==> config.mk <==
export PLATFORM = sky130hd
export DESIGN_NAME = systematic_resampler_flat
export DESIGN_NICKNAME = d
export VERILOG_FILES = /design/src/sv/srs_pkg.sv /design/src/sv/srs_req_if.sv /design/src/sv/srs_rsp_if.sv /design/src/sv/srs_controller.sv /design/src/sv/srs_datapath.sv /design/src/sv/systematic_resampler.sv /design/src/flat_wrapper.sv
export SDC_FILE = /design/constraint.sdc
export NUM_CORES = 2
export LEC_CHECK = 0
export ABC_AREA = 1
export CAP_MARGIN = 20
export CELL_PAD_IN_SITES_DETAIL_PLACEMENT = 1
export CELL_PAD_IN_SITES_GLOBAL_PLACEMENT = 2
export CORE_MARGIN = 3
export CORE_UTILIZATION = 39
export CTS_CLUSTER_SIZE = 30
export DETAILED_ROUTE_END_ITERATION = 10
export DONT_BUFFER_PORTS = 1
export PLACE_DENSITY = 0.75
export SLEW_MARGIN = 20
export SYNTH_ARGS = -nofsm -noshare
export SYNTH_HDL_FRONTEND = slang
export SYNTH_HIERARCHICAL = 1
export SYNTH_SLANG_ARGS = --single-unit
==> constraint.sdc <==
create_clock -name clock -period 5.8 [get_ports clock]
set_input_delay 0 -clock clock [delete_from_list [all_inputs] [get_ports clock]]
set_output_delay 0 -clock clock [all_outputs]
set_load 0.05 [all_outputs]
==> src/sv/srs_pkg.sv <==
// Shared types and constants for the systematic resampler.
// Used by the channel interfaces, the controller, the datapath and the top level.
`default_nettype none

package srs_pkg;

   // Default size of the particle set.
   localparam int MAX_PARTICLES_DEF = 64;

   // Field widths of the channels.
   localparam int WEIGHT_W = 16;
   localparam int OFFSET_W = 16;
   localparam int INDEX_W  = 6;

   // Fraction bits of the weights and of the offset.
   localparam int FRAC_W = 16;

   // Running weight total: 64 weights of 16 bits always fit in 22 bits.
   localparam int TOTAL_W = 22;

   // Cumulative weight times the set size (set size is at most 7 bits).
   localparam int CUMN_W = TOTAL_W + INDEX_W + 1;

   // Width of both sides of the threshold compare.
   localparam int CMP_W = CUMN_W + FRAC_W;

   // Sequencer states.
   typedef enum logic [2:0] {
      ST_LOAD,
      ST_SETUP,
      ST_READ,
      ST_ACCUM,
      ST_TEST,
      ST_IDENT
   } state_type;

   // Commands from the controller to the datapath.
   typedef struct packed {
      logic take;    // input channel open for items
      logic start;   // latch set size and initial threshold
      logic accum;   // add the next weight into the cumulative sum
      logic emit;    // load the output register with one index
      logic ident;   // emit the slot number rather than the particle
      logic finish;  // clear the set after its final index
   } cmd_type;

   // Status from the datapath to the controller.
   typedef struct packed {
      logic last_taken;  // the item closing the set is accepted
      logic total_zero;  // the set's weights sum to zero
      logic above;       // cumulative weight exceeds the current threshold
      logic out_free;    // the output register can take an item
      logic final_slot;  // the current slot is the last of the run
   } status_type;

endpackage

`default_nettype wire

==> src/sv/srs_req_if.sv <==
// Input channel of the resampler: one weight per item.
// Depends on srs_pkg for the field widths.
`default_nettype none

interface srs_req_if;
   logic                          valid;
   logic                          ready;
   logic [srs_pkg::WEIGHT_W-1:0]  weight;
   logic                          is_last;
   logic [srs_pkg::OFFSET_W-1:0]  offset_fraction;

   modport source (output valid, output weight, output is_last, output offset_fraction,
                   input ready);
   modport sink (input valid, input weight, input is_last, input offset_fraction,
                 output ready);
endinterface

`default_nettype wire

==> src/sv/srs_rsp_if.sv <==
// Result channel of the resampler: one survivor index per item.
// Depends on srs_pkg for the field widths.
`default_nettype none

interface srs_rsp_if;
   logic                         valid;
   logic                         ready;
   logic [srs_pkg::INDEX_W-1:0]  survivor_index;
   logic                         last_index;
   logic                         total_zero;

   modport source (output valid, output survivor_index, output last_index,
                   output total_zero, input ready);
   modport sink (input valid, input survivor_index, input last_index,
                 input total_zero, output ready);
endinterface

`default_nettype wire

==> src/sv/srs_controller.sv <==
// Sequencer of the resampler: loading, set-up, the walk over the store and emission.
// Depends on srs_pkg for the state, command and status types.
`default_nettype none

module srs_controller (
   input  wire logic                clock,
   input  wire logic                reset,
   input  wire srs_pkg::status_type status,
   output srs_pkg::cmd_type         cmd
);

   srs_pkg::state_type state_ff;
   srs_pkg::state_type state_in;

   // State register.
   always_ff @(posedge clock) begin
      if (reset) begin
         state_ff <= srs_pkg::ST_LOAD;
      end else begin
         state_ff <= state_in;
      end
   end

   // Next state.
   always_comb begin
      state_in = state_ff;
      case (state_ff)
         srs_pkg::ST_LOAD: begin
            if (status.last_taken) begin
               state_in = srs_pkg::ST_SETUP;
            end
         end
         srs_pkg::ST_SETUP: begin
            state_in = status.total_zero ? srs_pkg::ST_IDENT : srs_pkg::ST_READ;
         end
         srs_pkg::ST_READ: begin
            state_in = srs_pkg::ST_ACCUM;
         end
         srs_pkg::ST_ACCUM: begin
            state_in = srs_pkg::ST_TEST;
         end
         srs_pkg::ST_TEST: begin
            // Stay while thresholds are crossed; move on to the next particle otherwise.
            if (status.above) begin
               if (status.out_free && status.final_slot) begin
                  state_in = srs_pkg::ST_LOAD;
               end
            end else begin
               state_in = srs_pkg::ST_ACCUM;
            end
         end
         srs_pkg::ST_IDENT: begin
            if (status.out_free && status.final_slot) begin
               state_in = srs_pkg::ST_LOAD;
            end
         end
         default: begin
            state_in = srs_pkg::ST_LOAD;
         end
      endcase
   end

   // Commands.
   always_comb begin
      cmd = '0;
      case (state_ff)
         srs_pkg::ST_LOAD: begin
            cmd.take = 1'b1;
         end
         srs_pkg::ST_SETUP: begin
            cmd.start = 1'b1;
         end
         srs_pkg::ST_ACCUM: begin
            cmd.accum = 1'b1;
         end
         srs_pkg::ST_TEST: begin
            cmd.emit   = status.above && status.out_free;
            cmd.finish = status.above && status.out_free && status.final_slot;
         end
         srs_pkg::ST_IDENT: begin
            cmd.ident  = 1'b1;
            cmd.emit   = status.out_free;
            cmd.finish = status.out_free && status.final_slot;
         end
         default: begin
            cmd = '0;
         end
      endcase
   end

endmodule

`default_nettype wire

==> src/sv/srs_datapath.sv <==
// Datapath of the resampler: weight store, running sums, threshold compare, output register.
// Depends on srs_pkg for widths and the command and status types.
`default_nettype none

module srs_datapath #(
   parameter int MAX_PARTICLES = srs_pkg::MAX_PARTICLES_DEF
) (
   input  wire logic                          clock,
   input  wire logic                          reset,
   input  wire srs_pkg::cmd_type              cmd,
   output srs_pkg::status_type                status,
   input  wire logic                          req_valid,
   input  wire logic [srs_pkg::WEIGHT_W-1:0]  req_weight,
   input  wire logic                          req_is_last,
   input  wire logic [srs_pkg::OFFSET_W-1:0]  req_offset_fraction,
   input  wire logic                          rsp_ready,
   output logic                               rsp_valid,
   output logic [srs_pkg::INDEX_W-1:0]        rsp_survivor_index,
   output logic                               rsp_last_index,
   output logic                               rsp_total_zero
);

   localparam int IW = $clog2(MAX_PARTICLES);
   localparam int CW = $clog2(MAX_PARTICLES + 1);

   logic [srs_pkg::WEIGHT_W-1:0] weight_mem [MAX_PARTICLES];

   logic [CW-1:0]                count_ff;
   logic [srs_pkg::TOTAL_W-1:0]  total_ff;
   logic [srs_pkg::OFFSET_W-1:0] offset_ff;
   logic [CW-1:0]                n_ff;
   logic [CW-1:0]                rd_ptr_ff;
   logic [IW-1:0]                cur_ff;
   logic [srs_pkg::WEIGHT_W-1:0] rd_data_ff;
   logic [srs_pkg::CUMN_W-1:0]   cum_n_ff;
   logic [srs_pkg::CMP_W-1:0]    thresh_ff;
   logic [CW-1:0]                slot_ff;

   logic                         out_valid_ff;
   logic [srs_pkg::INDEX_W-1:0]  out_index_ff;
   logic                         out_last_ff;
   logic                         out_zero_ff;

   logic                         req_fire;
   logic                         store_room;
   logic [srs_pkg::CMP_W-1:0]    cum_scaled;
   logic [IW-1:0]                emit_index;

   assign req_fire   = req_valid && cmd.take;
   assign store_room = (count_ff != CW'(MAX_PARTICLES));
   assign cum_scaled = {cum_n_ff, srs_pkg::FRAC_W'(0)};
   assign emit_index = cmd.ident ? slot_ff[IW-1:0] : cur_ff;

   // Status back to the sequencer.
   always_comb begin
      status.last_taken = req_fire && req_is_last;
      status.total_zero = (total_ff == '0);
      status.above      = (cum_scaled > thresh_ff);
      status.out_free   = !out_valid_ff || rsp_ready;
      status.final_slot = (slot_ff == n_ff - CW'(1));
   end

   // Weight store: written while loading, read one entry per particle during the walk.
   always_ff @(posedge clock) begin
      if (req_fire && store_room) begin
         weight_mem[count_ff[IW-1:0]] <= req_weight;
      end
   end

   always_ff @(posedge clock) begin
      rd_data_ff <= weight_mem[rd_ptr_ff[IW-1:0]];
   end

   // Fill count and running total; a full store drops further weights.
   always_ff @(posedge clock) begin
      if (reset) begin
         count_ff <= '0;
         total_ff <= '0;
      end else if (cmd.finish) begin
         count_ff <= '0;
         total_ff <= '0;
      end else if (req_fire && store_room) begin
         count_ff <= count_ff + CW'(1);
         total_ff <= total_ff + srs_pkg::TOTAL_W'(req_weight);
      end
   end

   // The offset is taken from the item that closes the set.
   always_ff @(posedge clock) begin
      if (req_fire && req_is_last) begin
         offset_ff <= req_offset_fraction;
      end
   end

   // Walk over the store: set size, read pointer and cumulative weight times n.
   always_ff @(posedge clock) begin
      if (cmd.start) begin
         n_ff      <= count_ff;
         rd_ptr_ff <= '0;
         cum_n_ff  <= '0;
      end else if (cmd.accum) begin
         cum_n_ff  <= cum_n_ff + srs_pkg::CUMN_W'(rd_data_ff) * srs_pkg::CUMN_W'(n_ff);
         cur_ff    <= rd_ptr_ff[IW-1:0];
         rd_ptr_ff <= rd_ptr_ff + CW'(1);
      end
   end

   // Threshold (k + u) * T scaled by 65536, stepped by T * 65536 for each index.
   always_ff @(posedge clock) begin
      if (cmd.start) begin
         slot_ff   <= '0;
         thresh_ff <= srs_pkg::CMP_W'(offset_ff) * srs_pkg::CMP_W'(total_ff);
      end else if (cmd.emit) begin
         slot_ff   <= slot_ff + CW'(1);
         thresh_ff <= thresh_ff + (srs_pkg::CMP_W'(total_ff) << srs_pkg::FRAC_W);
      end
   end

   // Output register: holds one item until the receiver takes it.
   always_ff @(posedge clock) begin
      if (reset) begin
         out_valid_ff <= 1'b0;
      end else if (cmd.emit) begin
         out_valid_ff <= 1'b1;
      end else if (rsp_ready) begin
         out_valid_ff <= 1'b0;
      end
   end

   always_ff @(posedge clock) begin
      if (cmd.emit) begin
         out_index_ff <= srs_pkg::INDEX_W'(emit_index);
         out_last_ff  <= status.final_slot;
         out_zero_ff  <= cmd.ident;
      end
   end

   assign rsp_valid          = out_valid_ff;
   assign rsp_survivor_index = out_index_ff;
   assign rsp_last_index     = out_last_ff;
   assign rsp_total_zero     = out_zero_ff;

endmodule

`default_nettype wire

==> src/sv/systematic_resampler.sv <==
// Systematic (low-variance) resampler for a particle filter.
// Depends on srs_pkg, srs_req_if, srs_rsp_if, srs_controller and srs_datapath.
//
// Usage: weights enter on req_chan, one item per cycle while the block is
// loading. The item with is_last set closes the set and carries the random
// offset; the block then stops taking items and sends the survivor indices of
// the set, one item each, on rsp_chan, the last of them with last_index set.
// Sequence: after the closing item come the set-up state and the store read
// state; each particle then passes an accumulate state and a test state, and
// the walk stays in the test state while the particle contributes indices.
// A set whose weights sum to zero yields the indices 0 .. n-1 at one per
// cycle, while the receiver keeps up, after the set-up state.
// Reset empties the set and the output register; the store itself is not
// cleared. A stalled receiver holds the pending item in the output register
// and the walk waits until it is taken; loading resumes after the last index
// has been handed to the output register.
`default_nettype none

module systematic_resampler #(
   parameter int MAX_PARTICLES = srs_pkg::MAX_PARTICLES_DEF
) (
   input  wire logic  clock,
   input  wire logic  reset,
   srs_req_if.sink    req_chan,
   srs_rsp_if.source  rsp_chan
);

   srs_pkg::cmd_type    cmd;
   srs_pkg::status_type status;

   assign req_chan.ready = cmd.take;

   srs_controller u_controller (
      .clock  (clock),
      .reset  (reset),
      .status (status),
      .cmd    (cmd)
   );

   srs_datapath #(
      .MAX_PARTICLES (MAX_PARTICLES)
   ) u_datapath (
      .clock               (clock),
      .reset               (reset),
      .cmd                 (cmd),
      .status              (status),
      .req_valid           (req_chan.valid),
      .req_weight          (req_chan.weight),
      .req_is_last         (req_chan.is_last),
      .req_offset_fraction (req_chan.offset_fraction),
      .rsp_ready           (rsp_chan.ready),
      .rsp_valid           (rsp_chan.valid),
      .rsp_survivor_index  (rsp_chan.survivor_index),
      .rsp_last_index      (rsp_chan.last_index),
      .rsp_total_zero      (rsp_chan.total_zero)
   );

   // An index is never loaded over one the receiver has not yet taken.
   a_emit_into_free: assert property (@(posedge clock) disable iff (reset)
      cmd.emit |-> status.out_free)
      else $error("index loaded while output register still occupied");

   // Loading and emission never overlap.
   a_no_load_while_emitting: assert property (@(posedge clock) disable iff (reset)
      req_chan.ready |-> !cmd.emit)
      else $error("input open while indices are being emitted");

   // The input reopens only after the final index of a run has been emitted.
   a_reopen_after_run: assert property (@(posedge clock) disable iff (reset)
      $rose(req_chan.ready) |-> $past(cmd.finish))
      else $error("input reopened before the run finished");

endmodule

`default_nettype wire

==> src/flat_wrapper.sv <==
// flat-port wrapper written by rule: the top's interface ports become plain ports
module systematic_resampler_flat 
#(
   parameter int MAX_PARTICLES = srs_pkg::MAX_PARTICLES_DEF
)
  (clock, reset, req_chan_valid, req_chan_weight, req_chan_is_last, req_chan_offset_fraction, req_chan_ready, rsp_chan_valid, rsp_chan_survivor_index, rsp_chan_last_index, rsp_chan_total_zero, rsp_chan_ready);
  srs_req_if req_chan_i ();
  srs_rsp_if rsp_chan_i ();
  input  wire logic clock;
  input  wire logic reset;
  input wire logic [$bits(req_chan_i.valid)-1:0] req_chan_valid;
  input wire logic [$bits(req_chan_i.weight)-1:0] req_chan_weight;
  input wire logic [$bits(req_chan_i.is_last)-1:0] req_chan_is_last;
  input wire logic [$bits(req_chan_i.offset_fraction)-1:0] req_chan_offset_fraction;
  output wire logic [$bits(req_chan_i.ready)-1:0] req_chan_ready;
  output wire logic [$bits(rsp_chan_i.valid)-1:0] rsp_chan_valid;
  output wire logic [$bits(rsp_chan_i.survivor_index)-1:0] rsp_chan_survivor_index;
  output wire logic [$bits(rsp_chan_i.last_index)-1:0] rsp_chan_last_index;
  output wire logic [$bits(rsp_chan_i.total_zero)-1:0] rsp_chan_total_zero;
  input wire logic [$bits(rsp_chan_i.ready)-1:0] rsp_chan_ready;
  assign req_chan_i.valid = req_chan_valid;
  assign req_chan_i.weight = req_chan_weight;
  assign req_chan_i.is_last = req_chan_is_last;
  assign req_chan_i.offset_fraction = req_chan_offset_fraction;
  assign req_chan_ready = req_chan_i.ready;
  assign rsp_chan_valid = rsp_chan_i.valid;
  assign rsp_chan_survivor_index = rsp_chan_i.survivor_index;
  assign rsp_chan_last_index = rsp_chan_i.last_index;
  assign rsp_chan_total_zero = rsp_chan_i.total_zero;
  assign rsp_chan_i.ready = rsp_chan_ready;
  systematic_resampler #(.MAX_PARTICLES(MAX_PARTICLES)) u_core (.clock(clock), .reset(reset), .req_chan(req_chan_i), .rsp_chan(rsp_chan_i));
endmodule
# [Yosys cells after proc, flatten, opt, wreduce, memory -nomap -nowiden]
# Memories as Yosys holds them, arrays and structs flattened. A register that Yosys moved wholly into a read port is not among the register bits.
# Cells that the tools add are included.
[op_classes] reduce_logical=14 n_mux=18 eq_ne=8 bitwise=1 addsub=7 n_mul=2 order_cmp=1
[ops] cell="two-way mux 38 bit" n=2
[ops] cell="adder 45 x 38 -> 45 bit" n=1
[ops] cell="greater-than comparator 45 bit" n=1
[ops] cell="multiplier 16 x 22 -> 38 bit" n=1
[ops] cell="adder 29 x 23 -> 29 bit" n=1
[ops] cell="multiplier 16 x 7 -> 23 bit" n=1
[ops] cell="adder 22 x 16 -> 22 bit" n=1
[ops] cell="zero test 22 bit" n=1
[ops] cell="adder 7 x 1 -> 7 bit, second input constant" n=3
[ops] cell="case mux 3 bit (6 select lines)" n=1
[ops] cell="two-way mux 3 bit" n=4
[ops] cell="two-way mux 1 bit" n=8
[ops] cell="== test 7 bit" n=1
[ops] cell="inequality test 7 bit, second input constant" n=1
[ops] cell="subtractor 7 x 1 -> 7 bit, second input constant" n=1
[ops] cell="== test 3 x 2 -> 1 bit, second input constant" n=2
[ops] cell="== test 3 bit, second input constant" n=2
[ops] cell="logical AND 1 bit" n=6
[ops] cell="two-way mux 6 bit" n=1
[ops] cell="case mux 1 bit (2 select lines)" n=2
[ops] cell="nonzero test 2 bit" n=2
[ops] cell="== test 3 x 1 -> 1 bit, second input constant" n=1
[ops] cell="zero test 3 bit" n=1
[ops] cell="inequality test 2 x 1 -> 1 bit, second input constant" n=1
[ops] cell="other kinds (5)" n=5
[totals] output_inout_bits=10 reg_bits=158 n_memories=1 word_cells=67 mem_bits_rw=1024
[mem_list] name="u_core.u_datapath.weight_mem" depth=64 width=16 read_ports=1 rd_ports_with_merged_regs=1 wr=1 line="srs_datapath.sv:26" source="logic [srs_pkg::WEIGHT_W-1:0] weight_mem [MAX_PARTICLES];"

# [Depth between registers and ports, before layout]
[logic_depth] ltp_word=6 mapped_depth=28 mapped_depth_nobuf=26

# [By module]
# The synthesis kept the hierarchy.
[modules_own_cells] module="srs_datapath" area_per_inst_um2=66769.0 seq_area_each_um2=34903.5 n_inst=1 cells_each=6707
[modules_own_cells] module="srs_controller" area_per_inst_um2=212.7 seq_area_each_um2=60.1 n_inst=1 cells_each=40

# [Least setup slack after synthesis]
# OpenSTA, ideal clock, no wires.
[synth_path] path_type="reg2reg" from="reg u_core/u_datapath/total_ff[14] (netlist name)" to="reg u_core/u_datapath/thresh_ff[36] (netlist name) (data pin)" path_buffers=2 setup_slack_ns=0.188 synth_period_minus_slack_ns=5.612 setup_ns=0.254 arrival_ns=5.358 stages_incl_launch_ff=24 cell_sequence="dfxtp_1 -> clkbuf_1 -> clkbuf_1 -> nand2_1 -> fa_1 -> inv_1 -> fa_1 -> inv_1 -> fa_1 -> inv_1 -> fa_1 -> fa_1 -> inv_1 -> fa_1 -> inv_1 -> ha_1 -> a21oi_1 -> o21ai_0 -> a21boi_0 -> nand2_1 -> nand2_1 -> nand3_1 -> nand3_1 -> nand2_1"
[synth_via] elab_chain_len=3
[synth_lines] element="from (decl)" line="srs_datapath.sv:29" source="logic [srs_pkg::TOTAL_W-1:0] total_ff;"
[synth_lines] element="from (signal assigned)" line="srs_datapath.sv:84" source="total_ff <= total_ff + srs_pkg::TOTAL_W'(req_weight);"
[synth_lines] element="parallel branches: the longest is 2 deep, another holds multiplier 16 x 22 -> 38 bit"
[synth_lines] element="two-way mux 38 bit *" line="srs_datapath.sv:110" source="if (cmd.start) begin"
[synth_lines] element="to (signal assigned)" line="srs_datapath.sv:112" source="thresh_ff <= srs_pkg::CMP_W'(offset_ff) * srs_pkg::CMP_W'(total_ff);"
[synth_lines] element="to (signal assigned)" line="srs_datapath.sv:115" source="thresh_ff <= thresh_ff + (srs_pkg::CMP_W'(total_ff) << srs_pkg::FRAC_W);"
[synth_lines] element="to (decl)" line="srs_datapath.sv:36" source="logic [srs_pkg::CMP_W-1:0] thresh_ff;"
# Every way passes the cells marked *. The select of a mux whose other input is x is not followed.
# A chain may end at the register's enable or synchronous reset.

# [Worst setup path after layout]
[layout_path] from="reg u_core/u_datapath/offset_ff[4] (netlist name)" to="reg u_core/u_datapath/thresh_ff[33] (netlist name) (data pin)"
[layout_via] elab_chain_len=2
[layout_lines] element="from (decl)" line="srs_datapath.sv:30" source="logic [srs_pkg::OFFSET_W-1:0] offset_ff;"
[layout_lines] element="from (signal assigned)" line="srs_datapath.sv:91" source="offset_ff <= req_offset_fraction;"
[layout_lines] element="multiplier 16 x 22 -> 38 bit" line="srs_datapath.sv:112"
[layout_lines] element="two-way mux 38 bit" line="srs_datapath.sv:110"
# Every way passes these cells.

==> results.md <==
- Clock-pin slew on the worst setup and hold paths: approximately 0.060 ns
- CTS root buf: clkbuf_16
- GRT Residual Overflow: 0
- Clock sinks: roughly 1,200
- Syn Inst Count: 6,747
- Crit Path Category: reg2reg
- Via density: approximately 5.4
- CP Launch Type: register
- Worst setup EP type: register
- Critical Path Start: u_core/u_datapath/offset_ff[4]
- Via Count: between 40,000 and 50,000
- Status: completed
- Initial DRC Count: 3,628
- RD Place Congestion: 0.875
- Die Y-Extent: between 400 and 500 um
- Clock Latency Late Sink: approximately 0.80 ns
- Clk_skew: ~0.06 ns
- WP data required: 6.34 ns
- Pin count of the biggest net entering global routing: 232
- Number of synthesized register bits: 1,197
- Post-Synthesis Net Count: 7,384
- Worst-path fanout max: 11
- Area Growth Syn to Fin: 14.0%
- Die footprint: 177,000 um2
- Syn avg cell area: 9.93 um2
- H-tree levels: 4
- Number of top-level pins: 47
- Synthesized area: 67,000 um2
- Total of max-cap violations: 0
- Worst Max-Slew Pin Slew: 1.13 ns
- Post-Route WL: 219,000 um
- Fmax: 178 MHz
- Die Width: 420 um
- Final #Nets: 7,492
- CTS Buf Count: around 140
- CTS max path bufs: 3
- Setup_tns: 0 ns
- Vias in the first global route: 51,900
- GRT Util Overall: 24.8%
- Hold Path Class: in2reg
- Hpwl dp: 145,000 um
- Synth unique cells: 47
- Top_reg_cell synth: edfxtp_1
- Post-synth ARST share: 0%
- Final setup violation count: 0
- DRC viols: 0
- Final Max Slew Viols: 0
- Avg WL per Cell: 23.9 um
- RSZ-0062 raised after global routing: true
- Share of layout cells above drive strength 1: 8.39%
- WP data arrival: 6.17 ns
- EDFF count, synth: 1,099
- CTS tree: built
- Initial Util: between 30% and 40%
- Reg2reg start: u_core/u_datapath/offset_ff[4]
- PortBufs: 0
- Register area share after synthesis: 52.2%
- Period utilisation layout: between 90% and 100%
- First-pass GRT wire length: 329,000 um
- Final hold violation count: 0
- Initial antenna violation count: 9
- Ys Warns: 6
- Worst Hold Launch: req_chan_valid
- Slew HR: 24.9%
- Core Area: 170,000 um2
- 1st-pass router iterations: 5
- Std-Cell Rows: 151
- Final antenna-violating net count: 0
- Crit path time final: about 5.6 ns
==> final timing paths <==
check | to | slack [ns] | depth (start not counted)
worst max-delay path | u_core/u_datapath/thresh_ff[33] | 0.17 | 23
worst min-delay path | u_core/u_datapath/count_ff[1] | 0.05 | 4
worst max register to register | u_core/u_datapath/thresh_ff[33] | 0.17 | 23
worst min register to register | u_core/u_datapath/thresh_ff[42] | 0.52 | 2
==> synthesized netlist by cell type (all sizes together), types with 2 or more instances <==
library cell	count	area [um2]
nand2	1276	4790
edfxtp	1099	33000
inv	913	3430
nor2	832	3140
o21ai	600	3000
fa	370	7410
nand3	330	1650
a21oi	245	1230
ha	230	2880
clkbuf	195	732
buf	138	817
dfxtp	98	1960
o22ai	97	607
o211ai	83	623
o221ai	48	420
nand4	47	294
nor3	39	210
xor2	21	184
or2	20	125
xnor2	13	114
nor4	12	75.1
o21bai	9	67.6
nand3b	6	45.0
a21o	5	37.5
clkinv	4	15.0
a21boi	3	22.5
a31oi	3	18.8
and2	2	12.5
mux2	2	22.5
nor3b	2	15.0
o21a	2	15.0
==> critical path, cell delays in order (launching register included) <==
cell,delay [ns]
edfxtp_1,0.44
buf_6,0.16
clkbuf_16,0.16
nand2_1,0.07
inv_1,0.05
fa_1,0.54
inv_1,0.05
fa_1,0.52
fa_2,0.45
fa_1,0.51
inv_1,0.06
fa_1,0.58
fa_1,0.48
ha_4,0.29
nand2_2,0.11
inv_2,0.05
a21oi_2,0.17
nor2_1,0.06
nor2_1,0.11
nand2_2,0.12
nand2_2,0.12
nand3_1,0.10
nand3_2,0.11
nand2_1,0.05
==> cell usage in the layout, fill, tap and decap left out, drive strengths merged, types with 179 or more instances in the layout <==
master	count
edfxtp	1099
fa	370
nand3	330
o21ai	600
nor2	832
ha	230
buf	245
a21oi	245
clkbuf	179
nand2	1276
inv	921
==> metal layers <==
| layer | vias to the layer above | global-route usage, % | wire (um) |
|---|---|---|---|
| met4 | 0 | 7.52 | 6740 |
| met3 | 305 | 3.03 | 9900 |
| met5 | - | 0 | 0 |
| met1 | 25500 | 33.0 | 95100 |
| met2 | 1152 | 42.5 | 108000 |
| li1 | 22700 | - | - |
==> registers in the layout (all words and copies together) (netlist names) <==
register / count
u_core/u_datapath/weight_mem: 1024
u_core/u_datapath/thresh_ff: 45
u_core/u_datapath/cum_n_ff: 29
u_core/u_datapath/total_ff: 22
u_core/u_datapath/offset_ff: 16
u_core/u_datapath/rd_data_ff: 16
u_core/u_datapath/count_ff: 7
u_core/u_datapath/n_ff: 7
u_core/u_datapath/slot_ff: 7
u_core/u_datapath/cur_ff: 6
u_core/u_datapath/rd_ptr_ff: 6
u_core/u_datapath/rsp_survivor_index: 6
u_core/u_controller/state_ff: 3
u_core/u_datapath/rsp_last_index: 1
u_core/u_datapath/rsp_total_zero: 1
u_core/u_datapath/rsp_valid: 1
==> stage by stage <==
stage,util [%],instances,area (um2),setup slack [ns],hold WS (ns)
2_1_floorplan,-,6747,67000,0.188,0.0691
3_3_place_gp,41.3,8845,70200,-0.0194,0.0726
3_5_place_dp,41.3,8845,70200,-0.0605,0.0762
4_1_cts,44.5,9162,75700,0.00986,0.00896
5_1_grt,44.9,9180,76400,-0.0500,0.0708
6_report,44.9,9182,76400,0.166,0.0475
==> cell type report <==
class | count | area, um2
fill | 18700 | 93700
sequential | 1197 | 35000
multi-input combinational | 4300 | 27600
clock buffer | 178 | 3640
inverter | 917 | 3460
timing repair buffer | 301 | 3110
tap | 2218 | 2780
clock inverter | 67 | 817
antenna | 4 | 10.0
==> cell families (layout without fill, tap and decap cells) <==
| group | after synthesis | in the layout | share of synthesized area, % |
|---|---|---|---|
| other | 0 | 4 | 0 |
| buffers and inverters | 1250 | 1463 | 7.46 |
| adders and majority gates | 600 | 600 | 15.4 |
| muxes | 2 | 2 | 0.0336 |
| xor gates and xnor gates | 34 | 34 | 0.445 |
| AOI/OAI and AO/OA | 1096 | 1096 | 9.03 |
| DFF | 1197 | 1197 | 52.2 |
| and+or+nand+nor | 2568 | 2568 | 15.5 |
==> repair_timing <==
action,4_1_cts,5_1_grt
pin swaps,0,36
endpoints found under the hold margin,1106,0
gates resized for setup,5,139
endpoints found under the setup margin,5,20
hold buffers,71,0
gates cloned,0,1
setup buffers,1,13
Power is not shown: default switching activity piles up to over one toggle a cycle in this logic, so the estimate is an artifact.
